--- config.mk ---
export PLATFORM = sky130hd
export DESIGN_NAME = synthetic_imu_flight_profile
export DESIGN_NICKNAME = d
export VERILOG_FILES = /design/src/sv/sifp_pkg.sv /design/src/sv/synthetic_imu_flight_profile.sv /design/src/sv/sifp_ctl.sv /design/src/sv/sifp_dp.sv
export SDC_FILE = /design/constraint.sdc
export NUM_CORES = 2
export LEC_CHECK = 0
export BUFFER_PORTS_ARGS = -buffer_cell sky130_fd_sc_hd__buf_2
export CAP_MARGIN = 10
export CORE_MARGIN = 3
export CORE_UTILIZATION = 35
export CTS_BUF_LIST = sky130_fd_sc_hd__clkbuf_16
export DETAILED_ROUTE_END_ITERATION = 16
export GPL_ROUTABILITY_DRIVEN = 0
export RECOVER_POWER = 100
export SLEW_MARGIN = 20
export SYNTH_ARGS = -nofsm -noshare
export SYNTH_HDL_FRONTEND = slang
export SYNTH_SLANG_ARGS = --single-unit
--- constraint.sdc ---
create_clock -name clk -period 22.5 [get_ports clk]
set_input_delay 4.5 -clock clk [delete_from_list [all_inputs] [get_ports clk]]
set_output_delay 4.5 -clock clk [all_outputs]
set_load 0.02 [all_outputs]
--- src/sv/sifp_pkg.sv ---
// shared types, constants and draw tables for the synthetic imu flight profile
package sifp_pkg;

    localparam int IN_W    = 32;
    localparam int OUT_W   = 104;
    localparam int TIME_W  = 32;
    localparam int RAW_W   = 15;
    localparam int SPAN_W  = 10;
    localparam int RECIP_W = 21;
    localparam int RECIP_SH = 25;
    localparam int QUO_W   = 11;
    localparam int VAL_W   = 14;

    localparam logic [31:0] LCG_MUL    = 32'd1103515245;
    localparam logic [31:0] LCG_ADD    = 32'd12345;
    localparam logic [31:0] NOISE_SEED = 32'd42;

    localparam logic [31:0] PAD_END_RST     = 32'd5000;
    localparam logic [31:0] BOOST_END_RST   = 32'd15000;
    localparam logic [31:0] COAST_END_RST   = 32'd30000;
    localparam logic [31:0] DESCENT_END_RST = 32'd45000;

    // config register indexes
    localparam logic [1:0] REG_PAD_END     = 2'd0;
    localparam logic [1:0] REG_BOOST_END   = 2'd1;
    localparam logic [1:0] REG_COAST_END   = 2'd2;
    localparam logic [1:0] REG_DESCENT_END = 2'd3;

    // draw order
    localparam logic [2:0] DRW_AX = 3'd0;
    localparam logic [2:0] DRW_AY = 3'd1;
    localparam logic [2:0] DRW_AZ = 3'd2;
    localparam logic [2:0] DRW_GX = 3'd3;
    localparam logic [2:0] DRW_GY = 3'd4;
    localparam logic [2:0] DRW_GZ = 3'd5;

    // elapsed/5 by reciprocal, exact for elapsed below 2^14
    localparam logic [15:0] DIV5_RECIP = 16'd52429;
    localparam int          DIV5_SH    = 18;
    localparam logic [31:0] SAT_MS     = 32'd15000;

    localparam logic signed [VAL_W-1:0] THRUST_BASE = 14'sd3000;
    localparam logic signed [VAL_W-1:0] THRUST_MAX  = 14'sd6000;
    localparam logic signed [VAL_W-1:0] DRAG_BASE   = -14'sd500;
    localparam logic signed [VAL_W-1:0] DRAG_MIN    = -14'sd2000;

    // ceil(2^25 / span) for each noise span
    localparam logic [RECIP_W-1:0] RECIP_21  = 21'((2**RECIP_SH + 20) / 21);
    localparam logic [RECIP_W-1:0] RECIP_31  = 21'((2**RECIP_SH + 30) / 31);
    localparam logic [RECIP_W-1:0] RECIP_61  = 21'((2**RECIP_SH + 60) / 61);
    localparam logic [RECIP_W-1:0] RECIP_101 = 21'((2**RECIP_SH + 100) / 101);
    localparam logic [RECIP_W-1:0] RECIP_161 = 21'((2**RECIP_SH + 160) / 161);
    localparam logic [RECIP_W-1:0] RECIP_201 = 21'((2**RECIP_SH + 200) / 201);
    localparam logic [RECIP_W-1:0] RECIP_301 = 21'((2**RECIP_SH + 300) / 301);
    localparam logic [RECIP_W-1:0] RECIP_401 = 21'((2**RECIP_SH + 400) / 401);
    localparam logic [RECIP_W-1:0] RECIP_601 = 21'((2**RECIP_SH + 600) / 601);

    typedef enum logic [2:0] {
        PH_PAD,
        PH_BOOST,
        PH_COAST,
        PH_DESCENT,
        PH_LANDED
    } phase_t;

    typedef enum logic [2:0] {
        ST_IDLE,
        ST_PHASE,
        ST_MUL,
        ST_ADD,
        ST_DRAIN,
        ST_FINISH
    } ctl_state_t;

    typedef struct packed {
        logic       load_in;
        logic       phase;
        logic       mul;
        logic       add;
        logic [2:0] idx;
        logic       load_out;
    } ctl_cmd_t;

    typedef struct packed {
        logic [SPAN_W-1:0]        span;
        logic [RECIP_W-1:0]       recip;
        logic signed [VAL_W-1:0]  offset;
        logic                     use_extra;
    } draw_param_t;

    function automatic draw_param_t mk_param(input logic [SPAN_W-1:0] span,
                                             input logic [RECIP_W-1:0] recip,
                                             input logic signed [VAL_W-1:0] offset,
                                             input logic use_extra);
        draw_param_t p;
        p.span      = span;
        p.recip     = recip;
        p.offset    = offset;
        p.use_extra = use_extra;
        return p;
    endfunction

    // offset is the low end of the noise range plus the fixed base
    function automatic draw_param_t draw_param(input phase_t ph, input logic [2:0] idx);
        draw_param_t p;
        p = mk_param(10'd31, RECIP_31, -14'sd15, 1'b0);
        case (ph)
            PH_BOOST:
            begin
                case (idx)
                    DRW_AX, DRW_AY: p = mk_param(10'd201, RECIP_201, -14'sd100, 1'b0);
                    DRW_AZ:         p = mk_param(10'd101, RECIP_101, -14'sd50, 1'b1);
                    DRW_GX, DRW_GY: p = mk_param(10'd401, RECIP_401, -14'sd200, 1'b0);
                    default:        p = mk_param(10'd201, RECIP_201, 14'sd400, 1'b0);
                endcase
            end
            PH_COAST:
            begin
                case (idx)
                    DRW_AX, DRW_AY, DRW_AZ: p = mk_param(10'd61, RECIP_61, -14'sd30, 1'b0);
                    DRW_GX:  p = mk_param(10'd101, RECIP_101, 14'sd250, 1'b0);
                    DRW_GY:  p = mk_param(10'd101, RECIP_101, -14'sd250, 1'b0);
                    default: p = mk_param(10'd101, RECIP_101, 14'sd50, 1'b0);
                endcase
            end
            PH_DESCENT:
            begin
                case (idx)
                    DRW_AX, DRW_AY: p = mk_param(10'd301, RECIP_301, -14'sd150, 1'b0);
                    DRW_AZ:  p = mk_param(10'd161, RECIP_161, -14'sd80, 1'b1);
                    DRW_GX:  p = mk_param(10'd601, RECIP_601, 14'sd700, 1'b0);
                    DRW_GY:  p = mk_param(10'd601, RECIP_601, -14'sd1100, 1'b0);
                    default: p = mk_param(10'd401, RECIP_401, 14'sd300, 1'b0);
                endcase
            end
            default:
            begin
                // pad and landed share the resting profile
                case (idx)
                    DRW_AX, DRW_AY: p = mk_param(10'd31, RECIP_31, -14'sd15, 1'b0);
                    DRW_AZ:         p = mk_param(10'd21, RECIP_21, 14'sd990, 1'b0);
                    DRW_GX, DRW_GY: p = mk_param(10'd101, RECIP_101, -14'sd50, 1'b0);
                    default:        p = mk_param(10'd61, RECIP_61, -14'sd30, 1'b0);
                endcase
            end
        endcase
        return p;
    endfunction

endpackage

--- src/sv/synthetic_imu_flight_profile.sv ---
// top level: synthetic imu flight profile generator
//
//  channel   dir  handshake          payload
//  s_*       in   s_tvalid/s_tready  s_tdata[31:0] now_ms
//  m_*       out  m_tvalid/m_tready  m_tdata[103:0] stamp_ms, accel x/y/z, gyro x/y/z
//  cfg_*     in   cfg_we             cfg_addr (register index), cfg_wdata
//
//  an item passes from the idle accept state through phase select, the six lcg draws
//  (a 32x32 multiply step and an add step each), the drain of the modulo pipeline and
//  the load of the result register, which waits while the previous result is untaken;
//  the result is valid once the result register is loaded
//  the whole sequence sets the rate; one item is in flight at a time
//  reset puts the boundaries at 5000/15000/30000/45000 ms and the generator at 42
//  a result waiting on m_tready does not block the next accept; only the next
//  result load waits for the result register to free up
module synthetic_imu_flight_profile
    import sifp_pkg::*;
(
    input  logic             clk,
    input  logic             rst_n,
    input  logic             s_tvalid,
    output logic             s_tready,
    input  logic [IN_W-1:0]  s_tdata,   // [31:0] now_ms
    output logic             m_tvalid,
    input  logic             m_tready,
    // [31:0] stamp_ms, [40:32] accel_x, [49:41] accel_y, [63:50] accel_z,
    // [75:64] gyro_x, [87:76] gyro_y, [98:88] gyro_z, [103:99] zero
    output logic [OUT_W-1:0] m_tdata,
    input  logic             cfg_we,
    input  logic [1:0]       cfg_addr,
    input  logic [31:0]      cfg_wdata
);

    ctl_cmd_t cmd;

    // sequencing and output valid
    sifp_ctl u_ctl (
        .clk      (clk),
        .rst_n    (rst_n),
        .s_tvalid (s_tvalid),
        .s_tready (s_tready),
        .m_tvalid (m_tvalid),
        .m_tready (m_tready),
        .cmd      (cmd)
    );

    // boundaries, noise generator and result register
    sifp_dp u_dp (
        .clk       (clk),
        .rst_n     (rst_n),
        .cmd       (cmd),
        .in_data   (s_tdata),
        .cfg_we    (cfg_we),
        .cfg_addr  (cfg_addr),
        .cfg_wdata (cfg_wdata),
        .out_data  (m_tdata)
    );

endmodule

--- src/sv/sifp_ctl.sv ---
// control state machine: item sequencing, draw counter and output valid
module sifp_ctl
    import sifp_pkg::*;
(
    input  logic     clk,
    input  logic     rst_n,
    input  logic     s_tvalid,
    output logic     s_tready,
    output logic     m_tvalid,
    input  logic     m_tready,
    output ctl_cmd_t cmd
);

    ctl_state_t state_reg, state_next;
    logic [2:0] cnt_reg, cnt_next;
    logic       out_valid_reg, out_valid_next;
    logic       out_free;

    assign out_free = !out_valid_reg || m_tready;

    always_ff @(posedge clk or negedge rst_n)
    begin
        if (!rst_n)
        begin
            state_reg     <= ST_IDLE;
            cnt_reg       <= '0;
            out_valid_reg <= 1'b0;
        end
        else
        begin
            state_reg     <= state_next;
            cnt_reg       <= cnt_next;
            out_valid_reg <= out_valid_next;
        end
    end

    // next state
    always_comb
    begin
        state_next = state_reg;
        cnt_next   = cnt_reg;
        case (state_reg)
            ST_IDLE:
            begin
                if (s_tvalid)
                begin
                    state_next = ST_PHASE;
                end
            end
            ST_PHASE:
            begin
                state_next = ST_MUL;
                cnt_next   = '0;
            end
            ST_MUL:
            begin
                state_next = ST_ADD;
            end
            ST_ADD:
            begin
                if (cnt_reg == DRW_GZ)
                begin
                    state_next = ST_DRAIN;
                    cnt_next   = '0;
                end
                else
                begin
                    state_next = ST_MUL;
                    cnt_next   = cnt_reg + 3'd1;
                end
            end
            ST_DRAIN:
            begin
                // let the modulo pipeline empty before the result load
                if (cnt_reg == 3'd2)
                begin
                    state_next = ST_FINISH;
                end
                else
                begin
                    cnt_next = cnt_reg + 3'd1;
                end
            end
            ST_FINISH:
            begin
                if (out_free)
                begin
                    state_next = ST_IDLE;
                end
            end
            default:
            begin
                state_next = ST_IDLE;
            end
        endcase
    end

    // outputs
    always_comb
    begin
        cmd      = '0;
        s_tready = 1'b0;
        cmd.idx  = cnt_reg;
        case (state_reg)
            ST_IDLE:
            begin
                s_tready    = 1'b1;
                cmd.load_in = s_tvalid;
            end
            ST_PHASE:  cmd.phase    = 1'b1;
            ST_MUL:    cmd.mul      = 1'b1;
            ST_ADD:    cmd.add      = 1'b1;
            ST_FINISH: cmd.load_out = out_free;
            default:   cmd.idx      = cnt_reg;
        endcase
    end

    always_comb
    begin
        out_valid_next = out_valid_reg;
        if (cmd.load_out)
        begin
            out_valid_next = 1'b1;
        end
        else if (m_tready)
        begin
            out_valid_next = 1'b0;
        end
    end

    assign m_tvalid = out_valid_reg;

    a_no_overwrite: assert property (@(posedge clk) disable iff (!rst_n)
        cmd.load_out |-> (!out_valid_reg || m_tready))
        else $error("result register overwritten before it was taken");

    a_accept_starts: assert property (@(posedge clk) disable iff (!rst_n)
        (s_tvalid && s_tready) |=> (state_reg == ST_PHASE))
        else $error("accepted item did not start phase selection");

    a_draw_count: assert property (@(posedge clk) disable iff (!rst_n)
        (state_reg == ST_ADD) |-> (cnt_reg <= DRW_GZ))
        else $error("draw counter out of range");

    a_drain_count: assert property (@(posedge clk) disable iff (!rst_n)
        (state_reg == ST_DRAIN) |-> (cnt_reg <= 3'd2))
        else $error("drain counter out of range");

    a_finish_after_drain: assert property (@(posedge clk) disable iff (!rst_n)
        $rose(state_reg == ST_FINISH) |-> ($past(state_reg) == ST_DRAIN))
        else $error("finish reached without draining");

endmodule

--- src/sv/sifp_dp.sv ---
// datapath: config registers, phase select, lcg, modulo pipeline, result register
module sifp_dp
    import sifp_pkg::*;
(
    input  logic             clk,
    input  logic             rst_n,
    input  ctl_cmd_t         cmd,
    input  logic [IN_W-1:0]  in_data,
    input  logic             cfg_we,
    input  logic [1:0]       cfg_addr,
    input  logic [31:0]      cfg_wdata,
    output logic [OUT_W-1:0] out_data
);

    logic [31:0] pad_end_reg, boost_end_reg, coast_end_reg, descent_end_reg;
    logic [TIME_W-1:0] now_reg;
    phase_t      phase_reg;
    logic [31:0] elapsed_reg;
    logic [11:0] qdiv_reg;
    logic        sat_reg;
    logic signed [VAL_W-1:0] extra_reg;
    logic [31:0] s_reg;
    logic [31:0] prod_reg;

    logic              v1_reg, v2_reg, v3_reg;
    logic [2:0]        i1_reg, i2_reg, i3_reg;
    logic [RAW_W-1:0]  raw1_reg, raw2_reg;
    logic [QUO_W-1:0]  q_reg;
    logic [RAW_W-1:0]  qs_reg;

    logic [8:0]  ax_reg, ay_reg;
    logic [13:0] az_reg;
    logic [11:0] gx_reg, gy_reg;
    logic [10:0] gz_reg;
    logic [OUT_W-1:0] out_reg;

    phase_t      phase_next;
    logic [31:0] el_boost, el_descent;
    logic [29:0] div_prod;
    logic [35:0] recip_prod;
    logic [20:0] span_prod;
    logic [SPAN_W-1:0] rem;
    logic signed [VAL_W-1:0] val;
    draw_param_t p1, p2, p3;

    // config registers
    always_ff @(posedge clk or negedge rst_n)
    begin
        if (!rst_n)
        begin
            pad_end_reg     <= PAD_END_RST;
            boost_end_reg   <= BOOST_END_RST;
            coast_end_reg   <= COAST_END_RST;
            descent_end_reg <= DESCENT_END_RST;
        end
        else if (cfg_we)
        begin
            case (cfg_addr)
                REG_PAD_END:     pad_end_reg     <= cfg_wdata;
                REG_BOOST_END:   boost_end_reg   <= cfg_wdata;
                REG_COAST_END:   coast_end_reg   <= cfg_wdata;
                REG_DESCENT_END: descent_end_reg <= cfg_wdata;
                default:         pad_end_reg     <= pad_end_reg;
            endcase
        end
    end

    // phase select
    always_comb
    begin
        if (now_reg < pad_end_reg)
        begin
            phase_next = PH_PAD;
        end
        else if (now_reg < boost_end_reg)
        begin
            phase_next = PH_BOOST;
        end
        else if (now_reg < coast_end_reg)
        begin
            phase_next = PH_COAST;
        end
        else if (now_reg < descent_end_reg)
        begin
            phase_next = PH_DESCENT;
        end
        else
        begin
            phase_next = PH_LANDED;
        end
    end

    assign el_boost   = now_reg - pad_end_reg;
    assign el_descent = now_reg - coast_end_reg;
    assign div_prod   = 30'(elapsed_reg[13:0]) * 30'(DIV5_RECIP);

    always_ff @(posedge clk)
    begin
        if (cmd.load_in)
        begin
            now_reg <= in_data[TIME_W-1:0];
        end
        if (cmd.phase)
        begin
            phase_reg   <= phase_next;
            elapsed_reg <= (phase_next == PH_BOOST) ? el_boost : el_descent;
        end
        // thrust / drag settle through qdiv_reg and sat_reg into extra_reg after phase select
        qdiv_reg <= div_prod[29:DIV5_SH];
        sat_reg  <= elapsed_reg >= SAT_MS;
        case (phase_reg)
            PH_BOOST:
                extra_reg <= sat_reg ? THRUST_MAX
                                     : THRUST_BASE + $signed({2'b00, qdiv_reg});
            PH_DESCENT:
                extra_reg <= sat_reg ? DRAG_MIN
                                     : DRAG_BASE - $signed({3'b000, qdiv_reg[11:1]});
            default:
                extra_reg <= '0;
        endcase
    end

    // lcg: multiply then add
    always_ff @(posedge clk or negedge rst_n)
    begin
        if (!rst_n)
        begin
            s_reg <= NOISE_SEED;
        end
        else if (cmd.add)
        begin
            s_reg <= prod_reg + LCG_ADD;
        end
    end

    always_ff @(posedge clk)
    begin
        if (cmd.mul)
        begin
            prod_reg <= s_reg * LCG_MUL;
        end
    end

    // modulo pipeline: reciprocal quotient, back-multiply, subtract and offset
    assign p1 = draw_param(phase_reg, i1_reg);
    assign p2 = draw_param(phase_reg, i2_reg);
    assign p3 = draw_param(phase_reg, i3_reg);

    assign recip_prod = 36'(s_reg[30:16]) * 36'(p1.recip);
    assign span_prod  = 21'(q_reg) * 21'(p2.span);
    assign rem        = SPAN_W'(raw2_reg - qs_reg);
    assign val        = p3.offset + $signed({4'b0000, rem})
                      + (p3.use_extra ? extra_reg : 14'sd0);

    always_ff @(posedge clk or negedge rst_n)
    begin
        if (!rst_n)
        begin
            v1_reg <= 1'b0;
            v2_reg <= 1'b0;
            v3_reg <= 1'b0;
        end
        else
        begin
            v1_reg <= cmd.add;
            v2_reg <= v1_reg;
            v3_reg <= v2_reg;
        end
    end

    always_ff @(posedge clk)
    begin
        i1_reg   <= cmd.idx;
        i2_reg   <= i1_reg;
        i3_reg   <= i2_reg;
        raw1_reg <= s_reg[30:16];
        raw2_reg <= raw1_reg;
        q_reg    <= recip_prod[35:RECIP_SH];
        qs_reg   <= span_prod[RAW_W-1:0];
        if (v3_reg)
        begin
            case (i3_reg)
                DRW_AX:  ax_reg <= val[8:0];
                DRW_AY:  ay_reg <= val[8:0];
                DRW_AZ:  az_reg <= val[13:0];
                DRW_GX:  gx_reg <= val[11:0];
                DRW_GY:  gy_reg <= val[11:0];
                DRW_GZ:  gz_reg <= val[10:0];
                default: ax_reg <= ax_reg;
            endcase
        end
        if (cmd.load_out)
        begin
            out_reg <= {5'b00000, gz_reg, gy_reg, gx_reg, az_reg, ay_reg, ax_reg, now_reg};
        end
    end

    assign out_data = out_reg;

endmodule

* After elaboration in Yosys (flattened, before gate mapping) *
Cells that the tools add are included.

operators by class
  add/subtract/negate cells = 9
  eq/ne operators = 31
  multipliers = 4
  reduce and logical (&&, ||, !) cells = 30
  order comparisons = 5
  muxes and demuxes = 40

operators with widths
  operator                                                                                number
  43-bit one-hot mux with 3 select lines                                                  2
  36-bit one-hot mux with 3 select lines                                                  2
  46-bit one-hot mux with 4 select lines                                                  1
  15-bit one-hot mux with 3 select lines                                                  4
  46-bit one-hot mux with 3 select lines                                                  1
  45-bit one-hot mux with 3 select lines                                                  1
  33-bit one-hot mux with 4 select lines                                                  1
  32-bit less-than comparator                                                             4
  35-bit one-hot mux with 3 select lines                                                  1
  34-bit one-hot mux with 3 select lines                                                  1
  32-bit subtractor                                                                       2
  15-bit one-hot mux with 4 select lines                                                  1
  14-bit two-way mux                                                                      3
  15-bit by 21-bit multiplier with 36-bit output                                          1
  3-bit by 2-bit == test with 1-bit output (second input constant)                        11
  32-bit by 14-bit adder with 32-bit output (second input constant)                       1
  32-bit by 14-bit greater-or-equal comparator with 1-bit output (second input constant)  1
  32-bit by 31-bit multiplier with 32-bit output (second input constant)                  1
  32-bit two-way mux                                                                      1
  14-bit by 16-bit multiplier with 30-bit output (second input constant)                  1
  3-bit two-way mux                                                                       10
  14-bit one-hot mux with 2 select lines                                                  1
  2-bit AND reduction                                                                     11
  3-bit == test (second input constant)                                                   7
  other kinds (24)                                                                        49

word-level totals
  flip-flop bits (word level) = 512
  logic and storage cells = 151
  output and inout port bits = 106

* Depth between registers and ports, before layout *
  depth in word-level cells = 7
  mapped depth = 31
  depth with buffers taken out = 29

* By module *
Synthesis repeated with hierarchy kept, for this count alone.

second synthesis, totals
  cells, all modules = 4400
  area total of the unflattened synthesis = 45965.3 um^2

by module, submodules not included
  module    instances  area each (um^2)  cells each  sequential area each (um^2)
  sifp_dp   1          45442.3           4341        13541.7
  sifp_ctl  1          523.0             59          175.2

* Worst setup path after synthesis *
OpenSTA, ideal clock, no wires.

  path type = input -> register
  from = input port m_tready
  to = register u_dp.out_reg[0] (netlist: u_dp.out_data[0]) (enable)
  library setup time = 558 ps
  arrival time = 8667 ps
  setup slack = 13275 ps
  stages = 2
  cells stage by stage = nor2b_1 > nor2_1

RTL lines
  element               line                                text
  start, declared       synthetic_imu_flight_profile.sv:25  input logic m_tready,
  end signal, assigned  sifp_dp.sv:194                      out_reg <= {5'b00000, gz_reg, gy_reg, gx_reg, az_reg, ay_reg, ax_reg, now_reg};
  end, declared         sifp_dp.sv:35                       logic [OUT_W-1:0] out_reg;

==> key figures <==
Worst setup path
  • Worst path bufs/invs: 4
  • Worst reg2reg path depth: 28
  • CP dominant cell by count: clkbuf_1
  • Critical-path maximum fanout: 72
  • Crit-path cells: clkbuf_1 -> clkbuf_1 -> clkbuf_1 -> clkbuf_1
  • WP data arrival: between 10,000 and 15,000 ps
  • R2R Path End: u_dp.q_reg[8]
  • Critical path endpoint category: asynchronous set/reset pin
  • Cell family with most CP delay: buffers and inverters
  • Critical path class: in -> async
  • Cell depth of the worst setup path: 4
  • Slowest-stage cell, CP: clkbuf_1
  • Required @ worst endpoint: around 22,000 ps
  • CP peak stage delay: approximately 2700 ps
  • R2r setup slk: between 10,000 and 15,000 ps
  • CP endpoint: u_dp.s_reg[26]
  • Startpoint types: input pin
  • Origin of the critical flop-to-flop path: u_dp.phase_reg[1]
  • CP startpoint: rst_n

Synth
  • Number of distinct library cells after synthesis: 94
  • Sequential area share after synthesis: a little under 30%
  • Post-synth top cells: inv_1, ha_1, fa_1
  • FF+latch count, synth: slightly above 500
  • Number of synthesized flops with an enable pin: ~260
  • Mean Syn Cell Area: slightly above 10 um^2
  • Yosys warnings: 0
  • Synth async-reset ratio: between 30% and 40%
  • Cell area after synthesis: between 0.04 and 0.05 mm^2
  • Synth Instances: around 4,500
  • Top cell type's share of synthesized area: 22.11%
  • Most frequent cell after synthesis: inv_1
  • Area leader, netlist: fa_1
  • Ys flop type: edfxtp_1
  • Area contributors post-synth: fa_1, edfxtp_1, ha_1

Routing
  • Initial DRC Count: around 2,000
  • Vias per cell: around 4.9
  • Antenna-violating nets left: 0
  • Via Count: around 31,000
  • Final wirelength: 111.0 mm
  • DRC: 0
  • TritonRoute pass-1 iters: 6
  • Drt wl/cell: 17.26 um

Placement
  • IO Port Bufs: 171
  • Hpwl dp: between 80 and 90 mm

STA
  • Worst rel slew slack: -158.8%
  • Clock Skews: slightly below 70 ps
  • RSZ-0062 raised after global routing: no
  • Fmax: between 80 and 90 MHz
  • Hold Worst Slack: approximately 330 ps
  • Minimum clock period: 11,900 ps
  • Final setup fails: 0
  • Hold Violations, Final: 0
  • Fin crit share: 52.90%
  • Worst Tran Pin Value: 3882 ps
  • Setup TNS: 0 ps
  • Slew Limit Fails: slightly below 800

Clock network
  • Htree depth: 2
  • CTS buffer count: just under 60
  • Maximum clock path buffer count: 3
  • Clock Sinks: 509
  • Worst-path clk slew: 60 ps
  • Worst skew pair latency: 700 ps
  • Root Buffer: clkbuf_16
  • CTS Hold Bufs: 0
  • Postcts setup bufs: 0
  • CTS tree: built
  • # resized after CTS: 0

Finish
  • Register Area: approximately 0.014 mm^2
  • Filler cells: 12,910
  • Max FFs per register: between 90 and 100
  • Layout cells sized above 1: between 7 and 8%
  • Layout Nets: between 5,000 and 6,000
  • Area grow syn2layout: 9.730%
  • Multi-input combinational cell area: slightly below 0.03 mm^2

Min path
  • Worst hold-check path type: reg -> reg

Floorplanning
  • Die width: around 370 um
  • I/O pin cnt: 177
  • Standard-cell rows: ~130
  • Chip Height: roughly 370 um
  • DIE AREA: around 0.14 mm^2
  • Total core area: between 0.1 and 0.15 mm^2
  • Initial core utilization: 35.29%

Run status
  • Failing checks: capacitance limit, slew limit
  • Run status: complete, but fails checks

GRT
  • Gr usage total: around 16%
  • Pin count of the biggest net entering global routing: 73
  • Initial antenna violation count: 7
  • Vias in the first global route: approximately 32,000
  • GRT overflow: 0
  • First-pass GRT wire length: ~180 mm

Run
  • Max Cap Viol: 22
worst reg2reg max path: cells and delay by family (launching register included):
kind	cells	cell delay, ps
adders and majority gates	7	3220
xor gates and xnor gates	1	150
buffers and inverters	6	2610
and+or+nand+nor	5	1160
DFF	1	620
AOI/OAI and AO/OA	9	2190
cell usage in the layout, fill, tap and decap left out, types with 19 or more instances in the layout:
cell type | netlist | routed
a21o_1 | 39 | 39
dfrtp_1 | 138 | 137
nand2b_1 | 31 | 31
mux2i_1 | 32 | 32
and3_1 | 26 | 26
xnor2_1 | 144 | 144
nand4_1 | 21 | 21
dfstp_2 | 31 | 30
xor2_1 | 61 | 61
clkbuf_16 | 0 | 58
nand2_1 | 337 | 337
ha_1 | 550 | 550
o21bai_1 | 20 | 20
buf_2 | 6 | 64
fa_1 | 513 | 513
nor2b_1 | 33 | 33
nand3_1 | 43 | 43
inv_1 | 880 | 889
mux2_2 | 101 | 103
nor3_1 | 57 | 57
o211ai_1 | 19 | 19
o21a_1 | 27 | 27
clkbuf_1 | 100 | 133
dfxtp_1 | 76 | 76
a211oi_1 | 22 | 22
edfxtp_1 | 264 | 264
o21ai_0 | 172 | 178
nor2_1 | 165 | 165
a21oi_1 | 171 | 172
and2_1 | 159 | 157
how the worst min path moves through the flow:
stage	start	end	cells after the start
global placement	u_dp.raw1_reg[7]	u_dp.raw2_reg[7]	0
finish	u_dp.raw1_reg[6]	u_dp.raw2_reg[6]	0
floorplan	u_dp.raw1_reg[0]	u_dp.raw2_reg[0]	0
detailed placement	u_dp.raw1_reg[9]	u_dp.raw2_reg[9]	0
CTS	u_dp.raw1_reg[9]	u_dp.raw2_reg[9]	0
global route	u_dp.raw1_reg[5]	u_dp.raw2_reg[5]	0
per-layer routing:
metal	track usage (%)	vias up	routed length, um
met3	1.870	154	4834
li1	-	14890	-
met2	27.28	721	52230
met1	22.77	15510	51170
met5	0	-	0
met4	4.346	0	2778
kinds of logic after synthesis:
logic type	after synthesis	share of synthesized area (%)
AND/OR/NAND/NOR	942	9.862
flip-flops	509	29.53
XOR/XNOR	206	3.914
other	1	0.008074
adder cells (fa/ha/maj)	1064	36.95
AO/OA/AOI/OAI	605	8.216
multiplexers	139	3.332
buffers and inverters	1004	8.187
through the flow:
stage | utilization, % | area [um^2] | worst slack (ps) | std cells
after floorplan | - | 46460 | 13280 | 4474
after global placement | 37.52 | 49380 | 14070 | 6317
after detailed placement | 37.52 | 49380 | 13970 | 6317
after CTS | 38.99 | 51320 | 13970 | 6427
after global routing | 38.72 | 50970 | 8913 | 6431
final | 38.72 | 50970 | 10600 | 6431
layout make-up:
type | instances | share of cell area, %
Multi-Input combinational cell | 2961 | 56.66
Sequential cell | 509 | 26.92
Inverter | 883 | 6.503
Tap cell | 1755 | 4.308
Clock buffer | 58 | 2.848
Timing Repair Buffer | 210 | 1.799
Clock inverter | 52 | 0.9501
Antenna cell | 3 | 0.01473
Power is not shown: default switching activity piles up to over one toggle a cycle in this logic, so the estimate is an artifact.
